`src/hw/rtl/ppurp_pkg.sv`:
```
// ----------------------------------------------------------------------------
// ppurp_pkg
// Shared constants for the picture processor CPU register port.
// ----------------------------------------------------------------------------
package ppurp_pkg;

   localparam int NAMETABLE_BYTES_DEF = 2048;
   localparam int SPRITE_BYTES        = 256;
   localparam int PALETTE_BYTES       = 32;
   localparam int SPR_AW              = $clog2(SPRITE_BYTES);
   localparam int PAL_AW              = $clog2(PALETTE_BYTES);

   // transaction kinds (req_tuser)
   localparam logic [1:0] KIND_TICK  = 2'd0;
   localparam logic [1:0] KIND_READ  = 2'd1;
   localparam logic [1:0] KIND_WRITE = 2'd2;
   localparam logic [1:0] KIND_DMA   = 2'd3;

   // register numbers
   localparam logic [2:0] REG_CTRL    = 3'd0;
   localparam logic [2:0] REG_MASK    = 3'd1;
   localparam logic [2:0] REG_STATUS  = 3'd2;
   localparam logic [2:0] REG_OAMADDR = 3'd3;
   localparam logic [2:0] REG_OAMDATA = 3'd4;
   localparam logic [2:0] REG_SCROLL  = 3'd5;
   localparam logic [2:0] REG_ADDR    = 3'd6;
   localparam logic [2:0] REG_DATA    = 3'd7;

   // result status
   localparam logic [2:0] ST_OK      = 3'd0;
   localparam logic [2:0] ST_NOACC   = 3'd1;
   localparam logic [2:0] ST_CHR     = 3'd2;
   localparam logic [2:0] ST_BIGTICK = 3'd3;

   // configuration register indexes
   localparam logic CFG_MIRRORING = 1'b0;
   localparam logic CFG_WARMUP    = 1'b1;

   localparam logic [14:0] WARMUP_RESET    = 15'd30000;
   localparam logic [10:0] DOTS_PER_LINE   = 11'd341;
   localparam logic [10:0] TICK_LIMIT      = 11'd682;
   localparam logic [8:0]  VBLANK_LINE     = 9'd241;
   localparam logic [8:0]  LINES_PER_FRAME = 9'd262;
   localparam logic [13:0] NT_TOP          = 14'h3EFF;
   localparam logic [13:0] STEP_ROW        = 14'd32;
   localparam logic [13:0] STEP_ONE        = 14'd1;

endpackage

```
`src/hw/rtl/ppurp_ram.sv`:
```
// ----------------------------------------------------------------------------
// ppurp_ram
// Byte-wide synchronous RAM, one write and one registered read port.
// ----------------------------------------------------------------------------
module ppurp_ram #(
   parameter  int DEPTH = ppurp_pkg::SPRITE_BYTES,
   localparam int AW    = $clog2(DEPTH)
) (
   input  logic          clock,
   input  logic          wr_en,
   input  logic [AW-1:0] wr_addr,
   input  logic [7:0]    wr_data,
   input  logic [AW-1:0] rd_addr,
   output logic [7:0]    rd_data
);

   logic [7:0] mem [DEPTH];
   logic [7:0] rd_data_ff;

   always_ff @(posedge clock) begin
      if (wr_en) begin
         mem[wr_addr] <= wr_data;
      end
      rd_data_ff <= mem[rd_addr];
   end

   assign rd_data = rd_data_ff;

endmodule

```
`config.mk`:
```
export PLATFORM = sky130hd
export DESIGN_NAME = ppurp_ram
export DESIGN_NICKNAME = d
export VERILOG_FILES = /design/src/hw/rtl/ppurp_pkg.sv /design/src/hw/rtl/ppurp_ram.sv
export SDC_FILE = /design/constraint.sdc
export NUM_CORES = 2
export LEC_CHECK = 0
export ABC_AREA = 1
export BUFFER_PORTS_ARGS = -buffer_cell sky130_fd_sc_hd__buf_2
export CORE_MARGIN = 10
export CORE_UTILIZATION = 49
export DETAILED_ROUTE_END_ITERATION = 7
export GPL_ROUTABILITY_DRIVEN = 0
export PLACE_DENSITY = 0.64
export SYNTH_ARGS = -nofsm -noshare
export SYNTH_HDL_FRONTEND = slang
export SYNTH_SLANG_ARGS = --single-unit
```
`constraint.sdc`:
```
create_clock -name clock -period 2.49 [get_ports clock]
set_clock_uncertainty 0.15 [all_clocks]
set_input_delay 0.249 -clock clock [delete_from_list [all_inputs] [get_ports clock]]
set_output_delay 0.249 -clock clock [all_outputs]
set_load 0.02 [all_outputs]
```
==> metrics <==
Hold Path End=rd_data[6]; Hold Crit Class=in -> reg; fmax=461 MHz; Reg power frac=52.3%; Ys Warns=0; final hold violations=0; Hold Startpoint=rd_addr[3]; cts repair resizes=0; # port buffers=33; CP max stage delay=650 ps; setup bufs post-CTS=0; Worst slew margin=40.5%; Comb pwr share=about 6.7%; largest area contributor in the netlist=edfxtp_1; Worst Hold Depth=9; Crit path required time=around 2100 ps; Post-Synthesis Cells=7003; Synth cell types=14; total die area=between 150000 and 200000 um^2; pre-CTS worst setup slack=-343 ps; Buf/Inv on CP=1; worst r2r dst=rd_data[3]; hpwl dp=144000 um; Synth top area share=between 70% and 80%; minimum clock period after layout=2170 ps; Final ANT Viol Nets=0; H-tree levels=4; Reg2Reg Setup Slack=between 300 and 400 ps; routed vias=around 57k; syn_nets=around 7.0k; syn avg cell area=around 12 um^2; antenna violations before repair=7; post-synthesis sequential area ratio=about three quarters; Max-Cap Viols=0; commonest cells after routing, fill and taps aside=nand2_1, edfxtp_1, nand3_1, buf_4, nor2_1; final period utilization=87.1%; CP max stage cell=dfxtp_1; first-pass GRT wire length=348000 um; DRT iter0 DRCs=slightly below 7k; Clock transition at path regs=approximately 60 ps; total power=0.0730 W; final worst slack=between 300 and 400 ps; Final nets=approximately 7.4k; Post-Synth Simple-Gate Area=22.9%; core footprint=~170000 um^2; CTS tree=yes; CTS Hold Buffers Added=11; final setup vio count=0; Synth Area in Compound Gates=0%; std cell rows=151; CP arrival=1770 ps; Initial Utilization=between 40% and 50%; CP endpoint kind=primary output; Post-Synth XOR/XNOR Area=0%; vias per cell=5.82; clock root cell=clkbuf_16; worst vdd ir=about 0.00080 V; largest net degree at the start of global routing=82; RSZ-0062 raised after global routing=false; Worst Setup Start Kind=flip-flop; Worst Tran Pin Value=slightly below 900 ps; CP max FO=4; Static Leak=34.5 nW; crit path cell chain=buf_2; Total GRT Usage=between 20% and 30%; R2R Path Start=mem[131][3]; gr ovfl total=0; num ports=34; worst-skew pair later-pin latency=between 800 and 900 ps; synth-to-layout area growth=15.8%; ratio of cells with drive above 1 in the final layout=between 10% and 20%; cts bufs inserted=just over 200; largest family of logic cells by synthesized area=simple AND/OR/NAND/NOR gates; Final Max Tran Viols=0; drt drc=1; clk buf depth=3; Cell Pwr Density=~760 nW/um^2; switching pwr=roughly 0.016 W; Internal Power=about 0.057 W; most common cell after layout, fill and taps aside=nand2_1; total negative slack=0 ps; clk sinks=between 2k and 2.5k; drt first pass iters=8; CP delay by family, top=flip-flops; die width=between 400 and 500 um; Mapped Area=~83000 um^2; vias in the first global route=around 54k; Clk pwr share=around 40%; Post-Synth Adder-Cell Area=0%; failing checks=design-rule violations; WS Path Type=reg -> out; status=finished, violations left; Stages on worst setup path=1; total wire length=233000 um; #FFs+latches synth=between 2k and 2.5k; wire per inst=between 20 and 25 um; Sw Ratio=22.4%; ranking of synthesized cells by area=edfxtp_1, nand3_1, nand2_1, buf_2, nor2_1; R2R depth=10; mux contribution to synthesized area=0%; Die H=between 400 and 500 um
## sequential cells by signal (all words and copies together) (netlist names)
| register | cells |
|---|---|
| rd_data | 8 |
| mem | 2048 |
## worst max-delay path by stage
| stage | endpoint | start | slack (ps) |
|---|---|---|---|
| floorplan | mem[162][0] | wr_en | 600 |
| global route | rd_data[3] | mem[131][3] | 260 |
| global placement | rd_data[3] | rd_addr[0] | -300 |
| finish | rd_data[5] | rd_data[5] | 320 |
| CTS | rd_data[5] | rd_data[5] | 280 |
| detailed placement | rd_data[0] | rd_addr[0] | -340 |
## synthesized netlist by cell type
cell	number
nor2_1	283
dfxtp_1	8
buf_2	268
inv_2	2
buf_8	1
buf_4	46
nand2_1	2123
clkbuf_1	112
buf_6	16
edfxtp_1	2048
nand3_1	2019
inv_1	36
buf_1	40
inv_4	1
## metrics by stage
| stage | cell area [um^2] | util (%) | hold WS (ps) | std cells |
|---|---|---|---|---|
| 2_1_floorplan | 83400 | - | 198 | 7003 |
| 5_1_grt | 96600 | 57.1 | 96.9 | 9737 |
| 4_1_cts | 96600 | 57.1 | 12.4 | 9733 |
| 6_report | 96600 | 57.1 | 56.4 | 9738 |
| 3_5_place_dp | 90000 | 53.2 | 490 | 9354 |
| 3_3_place_gp | 90000 | 53.2 | 482 | 9354 |
## cells by family after synthesis
| group | after synthesis |
|---|---|
| and+or+nand+nor | 4425 |
| DFF | 2056 |
| buffers and inverters | 522 |
## power groups by stage
| stage | sequential (W) | combinational (W) | clock [W] |
|---|---|---|---|
| floorplan | 0.0389 | 0.00235 | 0 |
| global placement | 0.0389 | 0.00475 | 0 |
| detailed placement | 0.0389 | 0.00480 | 0 |
| CTS | 0.0382 | 0.00483 | 0.0303 |
| global route | 0.0382 | 0.00522 | 0.0317 |
| finish | 0.0382 | 0.00486 | 0.0299 |
## cell type report
type | instances | area, um^2
well taps | 2218 | 2780
diodes | 5 | 12.5
flip-flops and latches | 2056 | 61700
clock buffers | 264 | 5410
fillers | 13500 | 72700
repair buffers | 627 | 6380
multi-input cells | 4425 | 19100
clock inverters | 104 | 1040
inverters | 39 | 180
## per-layer routing
| layer | share of wire [%] | GRT usage (%) |
|---|---|---|
| met1 | 40 | 33.5 |
| met4 | 4.3 | 10.1 |
| met5 | 0.0056 | 0 |
| met2 | 47 | 38.8 |
| met3 | 8.9 | 4.37 |
No activity file was read; power rests on OpenSTA's default activity.
