### src/hw/rtl/ppurp_pkg.sv
// ----------------------------------------------------------------------------
// ppurp_pkg
// Shared constants for the picture processor CPU register port.
// ----------------------------------------------------------------------------
package ppurp_pkg;

   localparam int NAMETABLE_BYTES_DEF = 2048;
   localparam int SPRITE_BYTES        = 256;
   localparam int PALETTE_BYTES       = 32;
   localparam int SPR_AW              = $clog2(SPRITE_BYTES);
   localparam int PAL_AW              = $clog2(PALETTE_BYTES);

   // transaction kinds (req_tuser)
   localparam logic [1:0] KIND_TICK  = 2'd0;
   localparam logic [1:0] KIND_READ  = 2'd1;
   localparam logic [1:0] KIND_WRITE = 2'd2;
   localparam logic [1:0] KIND_DMA   = 2'd3;

   // register numbers
   localparam logic [2:0] REG_CTRL    = 3'd0;
   localparam logic [2:0] REG_MASK    = 3'd1;
   localparam logic [2:0] REG_STATUS  = 3'd2;
   localparam logic [2:0] REG_OAMADDR = 3'd3;
   localparam logic [2:0] REG_OAMDATA = 3'd4;
   localparam logic [2:0] REG_SCROLL  = 3'd5;
   localparam logic [2:0] REG_ADDR    = 3'd6;
   localparam logic [2:0] REG_DATA    = 3'd7;

   // result status
   localparam logic [2:0] ST_OK      = 3'd0;
   localparam logic [2:0] ST_NOACC   = 3'd1;
   localparam logic [2:0] ST_CHR     = 3'd2;
   localparam logic [2:0] ST_BIGTICK = 3'd3;

   // configuration register indexes
   localparam logic CFG_MIRRORING = 1'b0;
   localparam logic CFG_WARMUP    = 1'b1;

   localparam logic [14:0] WARMUP_RESET    = 15'd30000;
   localparam logic [10:0] DOTS_PER_LINE   = 11'd341;
   localparam logic [10:0] TICK_LIMIT      = 11'd682;
   localparam logic [8:0]  VBLANK_LINE     = 9'd241;
   localparam logic [8:0]  LINES_PER_FRAME = 9'd262;
   localparam logic [13:0] NT_TOP          = 14'h3EFF;
   localparam logic [13:0] STEP_ROW        = 14'd32;
   localparam logic [13:0] STEP_ONE        = 14'd1;

endpackage

### src/hw/rtl/ppurp_core.sv
// ----------------------------------------------------------------------------
// ppurp_core
// Register file, timing counters and transaction sequencer; drives the RAMs.
// ----------------------------------------------------------------------------
module ppurp_core #(
   parameter  int NAMETABLE_BYTES = ppurp_pkg::NAMETABLE_BYTES_DEF,
   localparam int NT_AW           = $clog2(NAMETABLE_BYTES)
) (
   input  logic                        clock,
   input  logic                        reset,
   // request
   input  logic                        req_tvalid,
   output logic                        req_tready,
   input  logic [31:0]                 req_tdata,
   input  logic [1:0]                  req_tuser,
   // response
   output logic                        rsp_tvalid,
   input  logic                        rsp_tready,
   output logic [15:0]                 rsp_tdata,
   // configuration
   input  logic                        csr_valid,
   output logic                        csr_ready,
   input  logic                        csr_index,
   input  logic [14:0]                 csr_data,
   // name table RAM
   output logic                        nt_wr_en,
   output logic [NT_AW-1:0]            nt_wr_addr,
   output logic [7:0]                  nt_wr_data,
   output logic [NT_AW-1:0]            nt_rd_addr,
   input  logic [7:0]                  nt_rd_data,
   // palette RAM
   output logic                        pal_wr_en,
   output logic [ppurp_pkg::PAL_AW-1:0] pal_wr_addr,
   output logic [7:0]                  pal_wr_data,
   output logic [ppurp_pkg::PAL_AW-1:0] pal_rd_addr,
   input  logic [7:0]                  pal_rd_data,
   // sprite RAM
   output logic                        spr_wr_en,
   output logic [ppurp_pkg::SPR_AW-1:0] spr_wr_addr,
   output logic [7:0]                  spr_wr_data,
   output logic [ppurp_pkg::SPR_AW-1:0] spr_rd_addr,
   input  logic [7:0]                  spr_rd_data
);

   typedef enum logic [2:0] {
      S_CLEAR = 3'b001,
      S_IDLE  = 3'b010,
      S_EXEC  = 3'b100
   } state_type;

   state_type   state_ff, state_in;
   logic [NT_AW-1:0] clr_ff, clr_in;

   logic        mirroring_ff, mirroring_in;
   logic [14:0] warmup_cycles_ff, warmup_cycles_in;

   logic [7:0]  control_ff, control_in;
   logic [7:0]  mask_ff, mask_in;
   logic        vblank_ff, vblank_in;
   logic [7:0]  oam_ptr_ff, oam_ptr_in;
   logic [13:0] vram_ptr_ff, vram_ptr_in;
   logic [7:0]  read_buf_ff, read_buf_in;
   logic [14:0] warmup_ff, warmup_in;
   logic [8:0]  scanline_ff, scanline_in;
   logic [8:0]  line_dot_ff, line_dot_in;

   // latched transaction
   logic [1:0]  kind_ff;
   logic [2:0]  reg_ff;
   logic [7:0]  val_ff;
   logic [9:0]  cyc_ff;
   logic [7:0]  dma_ff;

   logic        rsp_valid_ff, rsp_valid_in;
   logic [15:0] rsp_data_ff, rsp_data_in;

   logic        accept, fire, clearing;
   logic [7:0]  rd;
   logic        nmi;
   logic [2:0]  st;
   logic        nt_wr, pal_wr, spr_wr, spr_dma;
   logic        chr, is_pal;
   logic [10:0] nt_idx;
   logic [13:0] step_amt;
   logic [10:0] dot_sum;
   logic [15:0] warm_sum;
   logic [8:0]  scanline_inc;

   assign csr_ready  = 1'b1;
   assign req_tready = (state_ff == S_IDLE);
   assign accept     = req_tvalid && req_tready;
   assign fire       = (state_ff == S_EXEC) && (!rsp_valid_ff || rsp_tready);
   assign clearing   = (state_ff == S_CLEAR);

   // address decode of the VRAM pointer
   assign chr      = !vram_ptr_ff[13];
   assign is_pal   = vram_ptr_ff > ppurp_pkg::NT_TOP;
   assign nt_idx   = mirroring_ff ? vram_ptr_ff[10:0] : {vram_ptr_ff[11], vram_ptr_ff[9:0]};
   assign step_amt = control_ff[1] ? ppurp_pkg::STEP_ROW : ppurp_pkg::STEP_ONE;
   assign dot_sum  = {2'b00, line_dot_ff} + {1'b0, cyc_ff};
   assign warm_sum = {1'b0, warmup_ff} + {6'd0, cyc_ff};
   assign scanline_inc = scanline_ff + 9'd1;

   always_comb begin
      state_in         = state_ff;
      clr_in           = clr_ff;
      mirroring_in     = mirroring_ff;
      warmup_cycles_in = warmup_cycles_ff;
      control_in       = control_ff;
      mask_in          = mask_ff;
      vblank_in        = vblank_ff;
      oam_ptr_in       = oam_ptr_ff;
      vram_ptr_in      = vram_ptr_ff;
      read_buf_in      = read_buf_ff;
      warmup_in        = warmup_ff;
      scanline_in      = scanline_ff;
      line_dot_in      = line_dot_ff;
      rsp_valid_in     = rsp_valid_ff;
      rsp_data_in      = rsp_data_ff;
      rd      = 8'd0;
      nmi     = 1'b0;
      st      = ppurp_pkg::ST_OK;
      nt_wr   = 1'b0;
      pal_wr  = 1'b0;
      spr_wr  = 1'b0;
      spr_dma = 1'b0;

      if (csr_valid) begin
         if (csr_index == ppurp_pkg::CFG_MIRRORING) begin
            mirroring_in = csr_data[0];
         end else begin
            warmup_cycles_in = csr_data;
         end
      end

      case (kind_ff)
         ppurp_pkg::KIND_TICK: begin
            if (dot_sum >= ppurp_pkg::TICK_LIMIT) begin
               st = ppurp_pkg::ST_BIGTICK;
            end else begin
               warmup_in = (warm_sum > {1'b0, warmup_cycles_ff}) ? warmup_cycles_ff
                                                               : warm_sum[14:0];
               if (dot_sum >= ppurp_pkg::DOTS_PER_LINE) begin
                  line_dot_in = 9'(dot_sum - ppurp_pkg::DOTS_PER_LINE);
                  scanline_in = scanline_inc;
                  if (scanline_inc == ppurp_pkg::VBLANK_LINE) begin
                     nmi       = 1'b1;
                     vblank_in = 1'b1;
                  end else if (scanline_inc >= ppurp_pkg::LINES_PER_FRAME) begin
                     scanline_in = 9'd0;
                     vblank_in   = 1'b0;
                  end
               end else begin
                  line_dot_in = dot_sum[8:0];
               end
            end
         end
         ppurp_pkg::KIND_READ: begin
            case (reg_ff)
               ppurp_pkg::REG_STATUS: begin
                  rd        = {vblank_ff, 7'd0};
                  vblank_in = 1'b0;
               end
               ppurp_pkg::REG_OAMDATA: rd = spr_rd_data;
               ppurp_pkg::REG_DATA: begin
                  if (chr) begin
                     st = ppurp_pkg::ST_CHR;
                  end else begin
                     rd          = read_buf_ff;
                     read_buf_in = is_pal ? pal_rd_data : nt_rd_data;
                     vram_ptr_in = vram_ptr_ff + step_amt;
                  end
               end
               default: st = ppurp_pkg::ST_NOACC;
            endcase
         end
         ppurp_pkg::KIND_WRITE: begin
            case (reg_ff)
               ppurp_pkg::REG_CTRL: begin
                  if (warmup_ff >= warmup_cycles_ff) begin
                     control_in = val_ff;
                  end
               end
               ppurp_pkg::REG_MASK:    mask_in = val_ff;
               ppurp_pkg::REG_OAMADDR: oam_ptr_in = val_ff;
               ppurp_pkg::REG_OAMDATA: begin
                  spr_wr     = 1'b1;
                  oam_ptr_in = oam_ptr_ff + 8'd1;
               end
               ppurp_pkg::REG_SCROLL: ;
               ppurp_pkg::REG_ADDR: vram_ptr_in = {vram_ptr_ff[5:0], val_ff};
               ppurp_pkg::REG_DATA: begin
                  if (chr) begin
                     st = ppurp_pkg::ST_CHR;
                  end else begin
                     nt_wr       = !is_pal;
                     pal_wr      = is_pal;
                     vram_ptr_in = vram_ptr_ff + step_amt;
                  end
               end
               default: st = ppurp_pkg::ST_NOACC;
            endcase
         end
         default: begin
            spr_wr  = 1'b1;
            spr_dma = 1'b1;
         end
      endcase

      if (!fire) begin
         // keep only configuration updates
         control_in  = control_ff;
         mask_in     = mask_ff;
         vblank_in   = vblank_ff;
         oam_ptr_in  = oam_ptr_ff;
         vram_ptr_in = vram_ptr_ff;
         read_buf_in = read_buf_ff;
         warmup_in   = warmup_ff;
         scanline_in = scanline_ff;
         line_dot_in = line_dot_ff;
         nt_wr       = 1'b0;
         pal_wr      = 1'b0;
         spr_wr      = 1'b0;
      end

      if (rsp_valid_ff && rsp_tready) begin
         rsp_valid_in = 1'b0;
      end

      case (state_ff)
         S_CLEAR: begin
            clr_in = clr_ff + NT_AW'(1);
            if (clr_ff == NT_AW'(NAMETABLE_BYTES - 1)) begin
               state_in = S_IDLE;
            end
         end
         S_IDLE: begin
            if (accept) begin
               state_in = S_EXEC;
            end
         end
         S_EXEC: begin
            if (fire) begin
               rsp_valid_in = 1'b1;
               rsp_data_in  = {4'd0, st, nmi, rd};
               state_in     = S_IDLE;
            end
         end
         default: state_in = S_IDLE;
      endcase
   end

   always_ff @(posedge clock) begin
      if (reset) begin
         state_ff         <= S_CLEAR;
         clr_ff           <= '0;
         mirroring_ff     <= 1'b0;
         warmup_cycles_ff <= ppurp_pkg::WARMUP_RESET;
         control_ff       <= 8'd0;
         mask_ff          <= 8'd0;
         vblank_ff        <= 1'b0;
         oam_ptr_ff       <= 8'd0;
         vram_ptr_ff      <= 14'd0;
         read_buf_ff      <= 8'd0;
         warmup_ff        <= 15'd0;
         scanline_ff      <= 9'd0;
         line_dot_ff      <= 9'd0;
         rsp_valid_ff     <= 1'b0;
      end else begin
         state_ff         <= state_in;
         clr_ff           <= clr_in;
         mirroring_ff     <= mirroring_in;
         warmup_cycles_ff <= warmup_cycles_in;
         control_ff       <= control_in;
         mask_ff          <= mask_in;
         vblank_ff        <= vblank_in;
         oam_ptr_ff       <= oam_ptr_in;
         vram_ptr_ff      <= vram_ptr_in;
         read_buf_ff      <= read_buf_in;
         warmup_ff        <= warmup_in;
         scanline_ff      <= scanline_in;
         line_dot_ff      <= line_dot_in;
         rsp_valid_ff     <= rsp_valid_in;
      end
   end

   always_ff @(posedge clock) begin
      rsp_data_ff <= rsp_data_in;
      if (accept) begin
         kind_ff <= req_tuser;
         reg_ff  <= req_tdata[2:0];
         val_ff  <= req_tdata[10:3];
         cyc_ff  <= req_tdata[20:11];
         dma_ff  <= req_tdata[28:21];
      end
   end

   assign rsp_tvalid = rsp_valid_ff;
   assign rsp_tdata  = rsp_data_ff;

   // RAM ports: reads always track the current pointers, clearing sweep owns writes
   assign nt_rd_addr  = NT_AW'(nt_idx);
   assign pal_rd_addr = vram_ptr_ff[ppurp_pkg::PAL_AW-1:0];
   assign spr_rd_addr = oam_ptr_ff;

   assign nt_wr_en    = clearing || nt_wr;
   assign nt_wr_addr  = clearing ? clr_ff : NT_AW'(nt_idx);
   assign nt_wr_data  = clearing ? 8'd0 : val_ff;

   assign pal_wr_en   = clearing || pal_wr;
   assign pal_wr_addr = clearing ? clr_ff[ppurp_pkg::PAL_AW-1:0]
                                 : vram_ptr_ff[ppurp_pkg::PAL_AW-1:0];
   assign pal_wr_data = clearing ? 8'd0 : val_ff;

   assign spr_wr_en   = clearing || spr_wr;
   assign spr_wr_addr = clearing ? clr_ff[ppurp_pkg::SPR_AW-1:0]
                                 : (spr_dma ? dma_ff : oam_ptr_ff);
   assign spr_wr_data = clearing ? 8'd0 : val_ff;

   // mask register is write-only state with no readback path
   logic mask_unused;
   assign mask_unused = ^mask_ff;

endmodule

### config.mk
export PLATFORM = sky130hd
export DESIGN_NAME = ppurp_core
export DESIGN_NICKNAME = d
export VERILOG_FILES = /design/src/hw/rtl/ppurp_pkg.sv /design/src/hw/rtl/ppurp_core.sv
export SDC_FILE = /design/constraint.sdc
export NUM_CORES = 1
export LEC_CHECK = 0
export BUFFER_PORTS_ARGS = -buffer_cell sky130_fd_sc_hd__buf_2
export CAP_MARGIN = 25
export CORE_MARGIN = 2
export CORE_UTILIZATION = 51
export DETAILED_ROUTE_END_ITERATION = 8
export PLACE_DENSITY = 0.78
export RECOVER_POWER = 25
export SYNTH_ARGS = -nofsm -noshare
export SYNTH_HDL_FRONTEND = slang
export SYNTH_SLANG_ARGS = --single-unit
export TNS_END_PERCENT = 50
### constraint.sdc
create_clock -name clock -period 4 [get_ports clock]
set_clock_uncertainty 0.05 [all_clocks]
set_input_delay 0.6 -clock clock [delete_from_list [all_inputs] [get_ports clock]]
set_output_delay 0.6 -clock clock [all_outputs]
set_load 0.02 [all_outputs]
==> metrics.txt <==
# TYPE chip_impl_metric gauge
chip_impl_info{name="outcome",value="finished, violations left"} 1
chip_impl_info{name="failed_checks",value="setup timing"} 1
chip_impl_metric{name="floorplan.initialDensity",unit="%"} 51.5
chip_impl_metric{name="total_number_of_nets_in_the_final_design",unit=""} 1377
chip_impl_metric{name="place.port_buffers",unit=""} 163
chip_impl_metric{name="die-area",unit="µm²"} 19100
chip_impl_info{name="timing.rr.end",value="warmup_ff[6]"} 1
chip_impl_metric{name="route.detailed.wl_per_inst",unit="µm"} 17.3
chip_impl_info{name="post_synth_main_area_contributors",value="dfxtp_1 (21%), edfxtp_1 (14%), ha_1 (8.2%), nand2_1 (5.4%), a21oi_1 (4.7%)"} 1
chip_impl_info{name="commonest_non_fill_non_tap_cell_in_the_layout",value="buf_2"} 1
chip_impl_info{name="grt_setup_unrepaired",value="yes"} 1
chip_impl_metric{name="cp_data_required_time",unit="ps"} 4300
chip_impl_metric{name="max_freq",unit="MHz"} 244
chip_impl_metric{name="timing.critical_path.fanout_max",unit=""} 5
chip_impl_info{name="crit-reg2reg-launch",value="cyc_ff[0]"} 1
chip_impl_metric{name="dp_hpwl",unit="mm"} 18.3
chip_impl_metric{name="dr.first_iter.drc_count",unit=""} 849
chip_impl_metric{name="cell_internal_pwr",unit="µW"} 2440
chip_impl_metric{name="die_boundary_height",unit="µm"} 138
chip_impl_metric{name="sequential_fraction_of_the_synthesis_area",unit="%"} 34.7
chip_impl_metric{name="detail_route.first_pass.iterations",unit=""} 5
chip_impl_metric{name="maxSlewHeadroom",unit="%"} 42.7
chip_impl_metric{name="place_congestion",unit=""} 0.927
chip_impl_metric{name="power.leakage",unit="µW"} 0.00449
chip_impl_metric{name="worstMarginPinSlew",unit="ps"} 859
chip_impl_metric{name="switching_share",unit="%"} 23.7
chip_impl_info{name="start_kind",value="flop"} 1
chip_impl_metric{name="synth.avg_cell_area",unit="µm²"} 8.33
chip_impl_metric{name="vdd_ir_max",unit="mV"} 0.264
chip_impl_info{name="worst_hold_path.endpoint",value="val_ff[7]"} 1
chip_impl_metric{name="async_reset_ff_share",unit="%"} 0
chip_impl_metric{name="postRouteWirelength",unit="mm"} 25.5
chip_impl_metric{name="comb_power_share",unit="%"} 4.8
chip_impl_metric{name="worst_path_largest_cell_delay",unit="ps"} 400
chip_impl_metric{name="post-route-period-util",unit="%"} 102
chip_impl_metric{name="final_hold_viol_count",unit=""} 0
chip_impl_metric{name="ys_ff_latch",unit=""} 138
chip_impl_metric{name="clockBufferDepth",unit=""} 2
chip_impl_metric{name="pre_cts_ws",unit="ps"} -103
chip_impl_info{name="clockRootBuffer",value="clkbuf_16"} 1
chip_impl_metric{name="number_of_flops_mapped_to_enable_cells_by_yosys",unit=""} 42
chip_impl_info{name="cp_top_family",value="compound AO/OA/AOI/OAI gates"} 1
chip_impl_metric{name="placement_rows",unit=""} 49
chip_impl_metric{name="clock_insertion_delay_worst_skew",unit="ps"} 420
chip_impl_info{name="final_cell_mix",value="buf_2 (159), nand2_1 (131), dfxtp_1 (96)"} 1
chip_impl_metric{name="global_route.overflow_total",unit=""} 0
chip_impl_metric{name="synthesis.instances",unit=""} 1102
chip_impl_metric{name="timing.final.setup_violations",unit=""} 14
chip_impl_metric{name="total_switching_power",unit="µW"} 757
chip_impl_info{name="post-synth-top-area-cell",value="dfxtp_1"} 1
chip_impl_metric{name="synth_warnings",unit=""} 0
chip_impl_info{name="min-delay-start",value="req_tdata[10]"} 1
chip_impl_info{name="critical_path.cell_chain",value="ha_2, fa_2, a21o_1, a221o_1, o41ai_2, o21a_1, or3_4, xnor2_2, ha_1, nand2_2, nor3_2, a22o_1, o41ai_4, and2_4, buf_6, clkbuf_16, nand2_1, a31oi_1"} 1
chip_impl_metric{name="netlist_area",unit="µm²"} 9180
chip_impl_metric{name="antenna_found_initial",unit=""} 1
chip_impl_metric{name="vias",unit=""} 8791
chip_impl_metric{name="final_slew_viol_count",unit=""} 0
chip_impl_metric{name="clock_tree.htree_level_count",unit=""} 4
chip_impl_info{name="critical_path.slowest_cell",value="o41ai_4"} 1
chip_impl_metric{name="r2r_slack",unit="ps"} -100
chip_impl_metric{name="setup_slack",unit="ps"} -97.9
chip_impl_metric{name="maxCapViolations",unit=""} 0
chip_impl_metric{name="cts_hold_buf",unit=""} 0
chip_impl_metric{name="worst-endpoint-arrival",unit="ps"} 4390
chip_impl_info{name="synth_flop_cell",value="dfxtp_1"} 1
chip_impl_info{name="worstHoldPathType",value="primary input to flop"} 1
chip_impl_info{name="setup.worst_path.class",value="flop to flop"} 1
chip_impl_metric{name="drive_above_1_share",unit="%"} 22.3
chip_impl_metric{name="cts_sinks",unit=""} 138
chip_impl_info{name="setup.worst_path.end_class",value="flop"} 1
chip_impl_metric{name="grt_max_degree",unit=""} 69
chip_impl_metric{name="reg2reg_depth",unit=""} 18
chip_impl_metric{name="fin_setup_tns",unit="ps"} -981
chip_impl_metric{name="synth_top_area_share",unit="%"} 20.9
chip_impl_metric{name="chipWidth",unit="µm"} 138
chip_impl_metric{name="fillers",unit=""} 1527
chip_impl_metric{name="tritoncts.num_buffers",unit=""} 17
chip_impl_metric{name="timing.critical_path.buf_inv",unit=""} 2
chip_impl_metric{name="worstHoldPathCells",unit=""} 1
chip_impl_metric{name="antenna_left",unit=""} 0
chip_impl_metric{name="synthDistinctLibCells",unit=""} 84
chip_impl_metric{name="area_growth_from_synthesis_to_layout",unit="%"} 18.2
chip_impl_metric{name="grt_first_pass_wirelength",unit="mm"} 39.6
chip_impl_metric{name="first_global_vias",unit=""} 7740
chip_impl_metric{name="period_needed",unit="ps"} 4100
chip_impl_metric{name="worst_setup_hold_path_clk_slew",unit="ps"} 60
chip_impl_metric{name="num_io_pins",unit=""} 173
chip_impl_metric{name="routed_via_density",unit=""} 5.94
chip_impl_metric{name="power-per-cell-area",unit="nW/µm²"} 295
chip_impl_metric{name="drc",unit=""} 0
chip_impl_metric{name="seq_power_share",unit="%"} 45.7
chip_impl_metric{name="placeableCoreArea",unit="µm²"} 17800
chip_impl_metric{name="grt.total_usage",unit="%"} 25.3
chip_impl_info{name="cts_tree",value="done"} 1
chip_impl_metric{name="power.share.clock",unit="%"} 49.5
worst max-delay path by stage:
stage,from,to,slack [ps],depth (start not counted)
6_report,cyc_ff[0],warmup_ff[6],-100,18
3_3_place_gp,cyc_ff[0],warmup_ff[2],-80,16
5_1_grt,cyc_ff[0],warmup_ff[10],-240,17
3_5_place_dp,cyc_ff[0],warmup_ff[2],-100,16
2_1_floorplan,cyc_ff[0],warmup_ff[5],-5,18
4_1_cts,cyc_ff[0],warmup_ff[13],-20,17
layer usage:
| metal | wire length (µm) | vias to the layer above | track usage, % |
|---|---|---|---|
| li1 | - | 4234 | - |
| met1 | 11200 | 4169 | 33.4 |
| met2 | 12200 | 335 | 42.2 |
| met3 | 1530 | 53 | 3.81 |
| met4 | 591 | 0 | 9.02 |
| met5 | 0 | - | 0 |
final cells by class:
| class | count | area (µm²) | share of cell area (%) |
|---|---|---|---|
| Multi-Input combinational cell | 829 | 5440 | 50.1 |
| Sequential cell | 138 | 3180 | 29.3 |
| Timing Repair Buffer | 206 | 1180 | 10.9 |
| Clock buffer | 17 | 425 | 3.92 |
| Tap cell | 229 | 287 | 2.64 |
| Clock inverter | 15 | 166 | 1.53 |
| Inverter | 44 | 165 | 1.52 |
| Antenna cell | 1 | 2.50 | 0.0231 |
state kept, by name, summed over array words and instances, names as in the netlist:
name,flops
rsp_tvalid,1
control_ff,1
vram_ptr_ff,14
reg_ff,3
warmup_ff,15
mirroring_ff,1
val_ff,8
kind_ff,2
spr_rd_addr,8
dma_ff,8
rsp_tdata,11
read_buf_ff,8
clr_ff,11
scanline_ff,9
state_ff,3
line_dot_ff,9
cyc_ff,10
warmup_cycles_ff,15
vblank_ff,1
synthesized netlist by cell type, types with 20 or more instances:
cell,n
a21oi_1,87
and2_1,20
buf_4,45
clkbuf_1,41
dfxtp_1,96
edfxtp_1,42
ha_1,60
inv_1,44
mux2i_1,21
nand2_1,133
nand3_1,20
nor2_1,94
nor3_1,25
o21ai_0,83
cell families after synthesis:
| family | Yosys count | synth area share, % |
|---|---|---|
| flip-flops | 138 | 34.7 |
| multiplexers | 22 | 2.41 |
| buffers and inverters | 139 | 7.63 |
| AO/OA/AOI/OAI | 327 | 23.7 |
| adder cells (fa/ha/maj) | 62 | 8.61 |
| AND/OR/NAND/NOR | 381 | 19.8 |
| other | 2 | 0.0818 |
| XOR/XNOR | 31 | 3.12 |
power by group through the flow:
stage,Sequential (µW),Clock (µW),Combinational [µW]
after global placement,1490,0,145
after global routing,1460,1650,170
after detailed placement,1490,0,147
final,1460,1580,154
after CTS,1460,1600,149
after floorplan,1490,0,89.6
repair_timing:
item	4_1_cts	5_1_grt
gates cloned	0	1
resized for setup	2	29
endpoints found under the setup margin	16	19
pin swaps	2	6
setup buffers	1	5
metrics by stage:
| step | total power (µW) | instance area (µm²) | hold slack, ps | utilization (%) | std cells |
|---|---|---|---|---|---|
| finish | 3200 | 10900 | 296 | 60.8 | 1479 |
| CTS | 3200 | 10700 | 288 | 59.7 | 1470 |
| floorplan | 1580 | 9240 | 386 | - | 1106 |
| global route | 3280 | 10900 | 290 | 60.8 | 1479 |
| detailed placement | 1640 | 10000 | 403 | 56.3 | 1437 |
| global placement | 1640 | 10000 | 393 | 56.3 | 1437 |
No activity file was read; power rests on OpenSTA's default activity.
